===== src/pixel_bin_occupancy_counter_unit_defines.svh =====
// Assertion macros for the pixel bin occupancy counter.
// No dependencies; included by files that carry concurrent assertions.
`ifndef PIXEL_BIN_OCCUPANCY_COUNTER_UNIT_DEFINES_SVH
`define PIXEL_BIN_OCCUPANCY_COUNTER_UNIT_DEFINES_SVH
`ifndef SYNTHESIS
// Property must hold at every clock out of reset.
`define PBOC_ASSERT(name, prop, msg) \
  name: assert property (@(posedge clk_i) disable iff (!rst_ni) prop) else $error(msg);
// Condition must never be true out of reset.
`define PBOC_ASSERT_NEVER(name, cond, msg) \
  name: assert property (@(posedge clk_i) disable iff (!rst_ni) !(cond)) else $error(msg);
`else
`define PBOC_ASSERT(name, prop, msg)
`define PBOC_ASSERT_NEVER(name, cond, msg)
`endif
`endif


===== src/pboc_pkg.sv =====
// Shared constants and types for the pixel bin occupancy counter.
// No dependencies.
`timescale 1ns / 1ps
package pboc_pkg;

  localparam int VALUE_W = 18;   // Q2.16 channel value
  localparam int FRAC_W  = 16;
  localparam int SH_W    = 5;    // holds FRAC_W
  localparam int OUT_W   = 11;
  localparam int DEPTH_W = 4;
  localparam int NUM_CH  = 3;
  localparam int APB_AW  = 3;
  localparam int APB_DW  = 32;

  localparam logic [DEPTH_W-1:0] BIT_DEPTH_RESET = 4'd8;

  typedef enum logic [0:0] {
    REG_BIT_DEPTH = 1'b0
  } reg_idx_e;

endpackage


===== src/pboc_binner.sv =====
// Maps one Q2.16 channel value to a histogram bin index.
// Depends on pboc_pkg.
`timescale 1ns / 1ps
module pboc_binner
  import pboc_pkg::*;
#(
  parameter int MAX_BIT_DEPTH = 10
) (
  input  logic signed [VALUE_W-1:0]               value_i,
  input  logic [$clog2(MAX_BIT_DEPTH+1)-1:0]      depth_i,
  output logic                                    hit_o,
  output logic [MAX_BIT_DEPTH-1:0]                bin_o
);

  logic [SH_W-1:0]   shamt;
  logic [FRAC_W-1:0] shifted;

  // Values of 1.0 and above touch no bin; negatives fold into bin 0.
  assign hit_o   = !(!value_i[VALUE_W-1] && value_i[FRAC_W]);
  assign shamt   = SH_W'(FRAC_W) - SH_W'(depth_i);
  assign shifted = value_i[FRAC_W-1:0] >> shamt;
  assign bin_o   = value_i[VALUE_W-1] ? '0 : shifted[MAX_BIT_DEPTH-1:0];

endmodule


===== config.mk =====
export PLATFORM = sky130hd
export DESIGN_NAME = pboc_binner
export DESIGN_NICKNAME = d
export VERILOG_FILES = /design/src/pixel_bin_occupancy_counter_unit_defines.svh /design/src/pboc_pkg.sv /design/src/pboc_binner.sv
export SDC_FILE = /design/constraint.sdc
export NUM_CORES = 1
export LEC_CHECK = 0
export BUFFER_PORTS_ARGS = -buffer_cell sky130_fd_sc_hd__buf_2
export CORE_MARGIN = 2
export CORE_UTILIZATION = 35
export DETAILED_ROUTE_END_ITERATION = 8
export PLACE_DENSITY_LB_ADDON = 0.08
export REMOVE_ABC_BUFFERS = 1
export SETUP_SLACK_MARGIN = 0.05
export SLEW_MARGIN = 30
export SYNTH_ARGS = -nofsm -noshare
export SYNTH_HDL_FRONTEND = slang
export SYNTH_SLANG_ARGS = --single-unit

===== constraint.sdc =====
create_clock -name vclk -period 2.1
set_input_delay 0.21 -clock vclk [all_inputs]
set_output_delay 0.21 -clock vclk [all_outputs]
set_load 0.03 [all_outputs]

Word-level counts from Yosys, hierarchy flattened
Cells that the tools add are included.
{"block": "op_classes", "add_sub_neg": 1, "n_shift": 1, "muxes": 1, "n_reduce_logical": 3}
{"operator": "$shr 16x5->10", "count": 1}
{"operator": "$mux 10", "count": 1}
{"operator": "$sub 5x4->5 const A", "count": 1}
{"operator": "$logic_not 1->1", "count": 2}
{"operator": "$logic_and 1x1->1", "count": 1}
{"block": "totals", "regBits": 0, "input_bits": 22, "elab_cells": 6}

Logic depth before layout (Yosys ltp)
{"block": "depth", "depth_word": 3, "ltp_mapped": 9, "mapped_depth_nobuf": 6}

Worst setup path after synthesis
OpenSTA, ideal clock, no wires.
{"block": "synth_path", "kind": "input-to-output", "startpoint": "input depth_i[0]", "endpoint": "output bin_o[3]", "arrival_ns": 2.044, "required_ns": 1.890, "slack_ns": -0.154, "path_stages": 9, "path_buffers": 3, "path_cell_list": "buf_6 -> inv_4 -> ha_1 -> buf_6 -> buf_4 -> mux2_1 -> mux2i_1 -> mux2_1 -> o22ai_1"}
{"block": "synth_between", "elab_chain_len": 3}
{"element": "start, declared", "line": "pboc_binner.sv:10", "source": "input logic [$clog2(MAX_BIT_DEPTH+1)-1:0] depth_i,"}
{"element": "$sub 5x4->5", "line": "pboc_binner.sv:20", "source": "assign shamt = SH_W'(FRAC_W) - SH_W'(depth_i);"}
{"element": "$shr 16x5->10", "line": "pboc_binner.sv:21", "source": "assign shifted = value_i[FRAC_W-1:0] >> shamt;"}
{"element": "$mux 10", "line": "pboc_binner.sv:22", "source": "assign bin_o = value_i[VALUE_W-1] ? '0 : shifted[MAX_BIT_DEPTH-1:0];"}
{"element": "end, declared", "line": "pboc_binner.sv:12", "source": "output logic [MAX_BIT_DEPTH-1:0] bin_o"}
No other way between the ends.

Final worst setup path
{"block": "layout_path", "startpoint": "input depth_i[0]", "endpoint": "output bin_o[4]"}
Same word-level chain as after synthesis.

==> results.yml <==
final_layout:
  final_common_cell: "buf_2"
  mostFrequentLayoutCells: "30 x buf_2, 11 x mux2i_1, 10 x buf_4, 9 x mux2_1, 6 x mux4_2"
  area_delta_synth_final_pct: 47.4
  antenna_cells: 0
  final_core_util_pct: 56.5
  nNetsFinal: 135
  nFillCells: 189
  clockBufferCount: 0
  final_layout_size_suffix_gt1_share_pct: 57.3
  regArea_sq_um: 0
  flops_and_latches: 0
power_and_ir_drop:
  p_int_uw: 165
  p_clk_share_pct: 0
  power_uw: 323
  power_switching_uw: 158
  p_seq_share_pct: 0
  power.density_nw_per_um2: 321
  p_leak_nw: 0.476
  comb_power_share_pct: 100.0
  sw_frac_of_total_pct: 48.9
  ir_worst_vdd_mv: 0.144
clock_tree:
  ctsHoldBuffers: 0
grt:
  grt_pass1_wl_mm: 2.66
  grt_overflow_total: 0
  grt_max_degree: 14
  grt.total_usage_pct: 15.6
  antenna_found_initial: 0
  grt_pass1_vias: 614
sta:
  period_minus_slack_ns: 2.01
  fmax_ghz: 0.497
  slew_viol_final: 0
  tightest_slew_ns: 0.446
  max-slew-margin-rel_pct: 70.1
  tns_ns: 0
  min_period_over_period_pct: 95.8
  rsz0062_at_grt: "yes"
  setup_violations: 0
  layout_setup_ws_ns: 0.0878
  final-hold-violation-count: 0
synthesis:
  synthDistinctLibCells: 27
  syn_inst: 69
  yosysWarningCount: 0
  synth_area_sq_um: 683
  avgSynthCellArea_sq_um: 9.90
  yosysSeqAreaShare_pct: 0
routing:
  vias_per_cell: 5.23
  firstDrtPassIters: 4
  vias: 706
  wl_mm: 1.68
  drcViolationCount: 0
  wl_per_cell_microns: 12.4
  drt-initial-drc-count: 14
  ant_nets: 0
worst_setup_path:
  crit_slowest_cell: "mux2_4"
  crit_top_cell: "mux2_4"
  critPathBufInv: 3
  worstPathArrival_ns: 1.80
  critical_path.top_delay_family: "multiplexers"
  worst_setup_path_start_kind: "input pin"
  cp-end-kind: "primary output"
  crit_type: "input pin to primary output"
  max_stage_delay_ns: 0.31
  cp_max_fo: 4
  path_cells: "buf_8 > inv_4 > ha_4 > mux2_4 > mux2_4 > mux2_4 > a22o_1 > buf_6"
  worstPathRequired_ns: 1.89
floorplan:
  fp.dieH_microns: 48.2
  coreArea_sq_um: 1780
  num_io_pins: 33
  row_count: 15
  initial_core_util_pct: 38.3
  dieArea_sq_um: 2320
  die_w_microns: 48.2
place:
  dpl_worst_slack_ns: -0.127
  place.port_buffers: 33
  globalplace.congestion: 0.801
  place_hpwl_mm: 1.48
outcome:
  status: "complete, no violations"
job:
  drv_cap: 0
hold_path:
  hp-class: "input pin to primary output"
cells by family (layout without fill, tap and decap cells):
group	Yosys count	after routing	share of synthesized area (%)
compound gates	12	12	12.3
xor+xnor	2	2	2.56
fa+ha+maj	1	1	1.83
buf+inv	6	47	6.59
mux	32	32	62.5
simple gates	16	16	14.3
path summary, 6_finish.rpt:
| check | startpoint | to | slack [ns] | cells after the start |
|---|---|---|---|---|
| max | depth_i[0] | bin_o[4] | 0.09 | 8 |
| min | value_i[16] | hit_o | 0.70 | 3 |
Yosys cell counts, types with 2 or more instances:
library cell / count / area (sq um)
a21oi_1: 2 / 10.0
a22o_1: 2 / 17.5
buf_6: 2 / 22.5
mux2_1: 9 / 101
mux2_4: 3 / 45.0
mux2i_1: 13 / 130
mux4_2: 5 / 113
nand2b_1: 5 / 31.3
nor2_1: 4 / 15.0
nor3b_1: 2 / 15.0
o22ai_1: 5 / 31.3
o2bb2ai_1: 2 / 17.5
routing by layer:
layer	GRT usage (%)	share of wire [%]
met5	0	0
met4	0	0
met3	0	3.2
met2	26.8	50
met1	23.4	47
power by group through the flow:
| stage | sequential, mW | clock (mW) | combinational [mW] |
|---|---|---|---|
| after CTS | 0 | 0 | 0.316 |
| final | 0 | 0 | 0.323 |
| after global placement | 0 | 0 | 0.298 |
| after floorplan | 0 | 0 | 0.195 |
| after detailed placement | 0 | 0 | 0.299 |
| after global routing | 0 | 0 | 0.351 |
per-stage QoR:
step                area [sq um]  cells  hold slack (ns)
finish                      1010    135            0.699
global route                1010    135            0.736
CTS                          977    134            0.702
detailed placement           932    133            0.702
global placement             932    133            0.700
floorplan                    648     65            0.597
final cells by class:
| type | count | area (sq um) | area share (%) |
|---|---|---|---|
| multi-input cells | 63 | 666 | 66.1 |
| inverters | 2 | 12.5 | 1.24 |
| repair buffers | 45 | 298 | 29.6 |
| well taps | 25 | 31.3 | 3.11 |
repair_timing:
action                     CTS  global route
hold endpoints to repair     0             0
setup endpoints to repair    9             7
resized for setup            8             9
pin swaps                    2             2
buffers inserted             1             1
No activity file was read; power rests on OpenSTA's default activity.
