--- src/pixel_bin_occupancy_counter_unit_defines.svh ---
// Assertion macros for the pixel bin occupancy counter.
// No dependencies; included by files that carry concurrent assertions.
`ifndef PIXEL_BIN_OCCUPANCY_COUNTER_UNIT_DEFINES_SVH
`define PIXEL_BIN_OCCUPANCY_COUNTER_UNIT_DEFINES_SVH
`ifndef SYNTHESIS
// Property must hold at every clock out of reset.
`define PBOC_ASSERT(name, prop, msg) \
  name: assert property (@(posedge clk_i) disable iff (!rst_ni) prop) else $error(msg);
// Condition must never be true out of reset.
`define PBOC_ASSERT_NEVER(name, cond, msg) \
  name: assert property (@(posedge clk_i) disable iff (!rst_ni) !(cond)) else $error(msg);
`else
`define PBOC_ASSERT(name, prop, msg)
`define PBOC_ASSERT_NEVER(name, cond, msg)
`endif
`endif

--- src/pboc_ram.sv ---
// Generic simple dual-port RAM, one write and one registered read port.
// No dependencies.
`timescale 1ns / 1ps
module pboc_ram #(
  parameter int WIDTH = 1,
  parameter int DEPTH = 1024
) (
  input  logic                     clk_i,
  input  logic                     we_i,
  input  logic [$clog2(DEPTH)-1:0] waddr_i,
  input  logic [WIDTH-1:0]         wdata_i,
  input  logic [$clog2(DEPTH)-1:0] raddr_i,
  output logic [WIDTH-1:0]         rdata_o
);

  logic [WIDTH-1:0] mem [DEPTH];
  logic [WIDTH-1:0] rdata_q;

  always_ff @(posedge clk_i) begin
    if (we_i) begin
      mem[waddr_i] <= wdata_i;
    end
    rdata_q <= mem[raddr_i];
  end

  assign rdata_o = rdata_q;

endmodule

--- config.mk ---
export PLATFORM = sky130hd
export DESIGN_NAME = pboc_ram
export DESIGN_NICKNAME = d
export VERILOG_FILES = /design/src/pixel_bin_occupancy_counter_unit_defines.svh /design/src/pboc_ram.sv
export SDC_FILE = /design/constraint.sdc
export NUM_CORES = 1
export LEC_CHECK = 0
export BUFFER_PORTS_ARGS = -buffer_cell sky130_fd_sc_hd__buf_2
export CORE_MARGIN = 1
export CORE_UTILIZATION = 35
export CTS_CLUSTER_DIAMETER = 120
export CTS_CLUSTER_SIZE = 10
export DETAILED_ROUTE_END_ITERATION = 16
export SLEW_MARGIN = 20
export SYNTH_ARGS = -nofsm -noshare
export SYNTH_HDL_FRONTEND = slang
export SYNTH_SLANG_ARGS = --single-unit
--- constraint.sdc ---
create_clock -name clk_i -period 4.6 [get_ports clk_i]
set_clock_uncertainty 0.1 [all_clocks]
set_input_delay 0.46 -clock clk_i [delete_from_list [all_inputs] [get_ports clk_i]]
set_output_delay 0.46 -clock clk_i [all_outputs]
set_load 0.005 [all_outputs]
After elaboration in Yosys (flattened, before gate mapping)

Memories as Yosys holds them, arrays and structs flattened. A register that Yosys moved wholly into a read port is not among the register bits.
Cells that the tools add are included.

Bits in registers: 0
Memory bits (writable): 1024
Bits of input ports: 23
Output and inout port bits: 1
Logic and storage cells: 3
Memories: 1

Memories:

| name | depth | bits a word | read ports | clocked after Yosys merged registers in | write ports | line           | RTL |
|---|---|---|---|---|---|---|---|
| mem  | 1024  | 1           | 1          | 1                                       | 1           | pboc_ram.sv:16 | `logic [WIDTH-1:0] mem [DEPTH];` |

Muxes and demuxes: 2

Operator list:

| kind    | count |
|---|---|
| $mux W1 | 2 |

Logic depth before layout (Yosys ltp)

Word-level depth: 2
Depth in mapped cells: 15
Mapped depth without buffers: 8

Worst setup path before layout

OpenSTA, ideal clock, no wires.

Path kind: input port to flip-flop
From: input port raddr_i[0]
To: register rdata_q (netlist: rdata_o) (read register of mem)
Library setup time: 0.137 ns
Arrival: 2.597 ns
Data required time: 4.363 ns
Setup slack: 1.766 ns
Stages on the path: 10
Cell sequence: buf_6 > buf_12 > buf_12 > buf_2 > mux4_2 > mux4_2 > a211oi_1 > nor2_1 > o311ai_1 > o2111ai_1

RTL lines:

| what        | line           | RTL |
|---|---|---|
| from (decl) | pboc_ram.sv:12 | `input logic [$clog2(DEPTH)-1:0] raddr_i,` |
| to (decl)   | pboc_ram.sv:17 | `logic [WIDTH-1:0] rdata_q;` |

==> summary.md <==
| Metric | Value |
|---|---|
| Worst EP arrival | approximately 3700 ps |
| Avg Vias per Cell | 5.67 |
| Post-Synthesis Cells | 3,112 |
| CTS tree | yes |
| Mapped Area | roughly 45,000 sq um |
| NumNets Final | between 3,000 and 4,000 |
| Cell row count | 130 |
| Area contributors post-synth | edfxtp_1 69%, mux4_2 10%, nor2_1 8.7% |
| FF+latch area | around 31,000 sq um |
| Worst Hold Margin | 75.3 ps |
| Chip width | 359 um |
| Area grow syn2layout | 11.4% |
| Largest area contributor in the netlist | edfxtp_1 |
| Cell family with most CP delay | multiplexers |
| Post-CTS setup buffers | 0 |
| Final Power | 19.2 mW |
| Count leader, synth | nor2_1 |
| Placement Cell Area | 46,700 sq um |
| Tmin final | 3200 ps |
| Antenna Nets Post-Route | 0 |
| DRT Pass-1 Iters | 5 |
| Number of port buffers | 23 |
| Initial drt markers | 3,672 |
| Layout cells sized above 1 | 0.168 |
| Initial core utilization | 0.354 |
| Sw Pwr | between 4 and 5 mW |
| Clock sinks | 1,025 |
| Yosys warning count | 0 |
| Fmax | roughly 0.31 GHz |
| Critical Path Most Common Cell | mux4_2 |
| Core region area | 126,000 sq um |
| Pre-CTS WS | 616 ps |
| CP max stage delay | 550 ps |
| Worst endpoint required time | 5080 ps |
| RSZ-0062 raised after global routing | false |
| Unique cell type count in the Yosys netlist | 56 |
| Area occupied by multi-input gates | between 10,000 and 15,000 sq um |
| Post-synth EDFFs | 1,024 |
| Ports | 24 |
| Crit Path Class | in2reg |
| Post-synthesis register bit count | 1,025 |
| Buf/Inv on CP | 2 |
| Sw frac | 0.220 |
| Vias post-DR | 26,896 |
| Clock latency on the worst-skew pair | 720 ps |
| RD Place Congestion | 0.818 |
| Crit. End Element | flip-flop |
| Power share of the clock group | 0.409 |
| Crit start category | primary input |
| Internal Power | 15.0 mW |
| Power per cell area | 386 nW/um^2 |
| Hpwl dp | approximately 68 mm |
| Final Max Slew Viols | 0 |
| Fraction of registers with async set/reset | 0 |
| CTS root buffer | clkbuf_16 |
| Slew margin rel. | 0.209 |
| Critical-path top delay cell | mux4_2 |
| Clk pin slew, worst setup/hold paths | 60 ps |
| Slew @ Worst Pin | 1190 ps |
| Synth top cells by count | 1,036 x nor2_1, 1,024 x edfxtp_1, 200 x mux4_2 |
| Placed cells | 4,610 |
| Logic pwr share | 0.055 |
| DR WL/cell | about 27 um |
| Worst-case clock buffer depth | 3 |
| Crit-path max FO | 52 |
| CP Cell Sequence | buf_8 > buf_12 > mux4_2 > mux4_2 > nor2b_1 > a31oi_1 > a311oi_1 > nor4_1 > o2111ai_1 |
| Total CTS buffers | 112 |
| Depth of the CTS H-tree | 3 |
| WL final | 127 mm |
| Final period utilization | 0.695 |
| Gr usage total | 0.195 |
| Seq/Total Area, Yosys | 0.689 |
| Status | complete, no violations |
| Reg power frac | 0.536 |
| Die area | 129,000 sq um |
| Core Util, Final | 0.395 |
| Vias in the first global route | around 26,000 |
| Hold Path Class | in2reg |
| Hold_buf cts | 0 |
| Syn avg cell area | 14.3 sq um |
| Largest net degree at the start of global routing | approximately 300 |
| Fin cells | 4,747 |
| Final Hold Fails | 0 |
| Syn Nets | 3,135 |
| First-pass GRT wire length | approximately 180 mm |
| Synth Flop Type | edfxtp_1 |
| Die Height | between 300 and 400 um |
| Leakage | 14.7 nW |
| Initial antenna violation count | 6 |
| Post-route setup slack | 1400 ps |
| Top cell type's share of synthesized area | 0.689 |
| Setup total negative slack | 0 ps |
| DRC Markers | 0 |
| Post-CTS sizing | 0 |
| Worst VDD drop | about 0.31 mV |
| GR Overflow Total | 0 |
| # Max-Cap Violations | 0 |
| Fillcell total | 11,650 |
| Final setup fails | 0 |
| Fin area | 49,700 sq um |
-- worst reg2reg max path, stage by stage (launching register included) --
cell	delay (ps)
edfxtp_1	360
mux4_2	500
mux4_2	490
nor2b_1	180
a31oi_1	410
a311oi_1	300
nor4_1	270
o2111ai_1	140
-- flip-flops by register name (all words and copies together), names as in the netlist --
register  flops
mem        1024
rdata_o       1
-- cell type report --
class | count | area share
Clock buffer | 127 | 0.0575
Antenna cell | 1 | 0.0000503
Sequential cell | 1025 | 0.619
Timing Repair Buffer | 152 | 0.0263
Multi-Input combinational cell | 1778 | 0.253
Tap cell | 1650 | 0.0415
Inverter | 6 | 0.000453
Clock inverter | 8 | 0.00279
-- path summary, 6_finish.rpt --
check	depth (start not counted)	startpoint	slack, ps	end
hold / removal	1	wdata_i	80	mem[1014]
setup reg to reg	7	mem[147]	1720	rdata_o
setup / recovery	9	raddr_i[0]	1400	rdata_o
hold reg to reg	5	mem[227]	1070	rdata_o
-- power groups by stage --
stage / sequential (mW) / combinational [mW] / clock, mW
after floorplan: 10.5 / 0.595 / 0
after global placement: 10.5 / 1.04 / 0
after detailed placement: 10.5 / 1.04 / 0
after CTS: 10.3 / 1.04 / 7.95
after global routing: 10.3 / 1.10 / 8.26
final: 10.3 / 1.05 / 7.86
-- layout by cell type (no fill, tap or decap), types with 4 or more instances in the layout --
cell type,n
nor3_1,36
nor4_1,5
buf_12,14
nand3_2,24
a2111oi_0,6
and3_1,4
mux2i_1,123
o22ai_1,28
buf_2,20
o221ai_1,49
nand4_1,10
edfxtp_1,1024
a22o_1,4
a21oi_1,37
nand2b_1,7
clkbuf_16,112
o21ai_0,11
nor3b_1,7
a22oi_1,17
buf_4,114
nand2_2,8
mux4_2,200
nand2_1,77
clkbuf_1,15
nor2_1,1035
nor2b_1,10
a211oi_1,4
a31oi_1,4
mux4_1,14
and2_1,6
nand3_1,13
-- routing by layer --
layer,up-vias,GRT usage,share of wire
met3,225,0.0345,0.079
met2,1127,0.328,0.49
met1,14160,0.257,0.40
met5,-,0,0.00046
met4,8,0.0554,0.027
li1,11376,-,-
-- cell families (layout without fill, tap and decap cells) --
kind of cell,Yosys count,in the layout,share of synthesized area
AND/OR/NAND/NOR,1260,1260,0.112
flip-flops,1025,1025,0.689
other,0,1,0
multiplexers,340,340,0.137
AO/OA/AOI/OAI,178,178,0.0283
buffers and inverters,309,293,0.0330
Power figures use the tool's default switching activity.
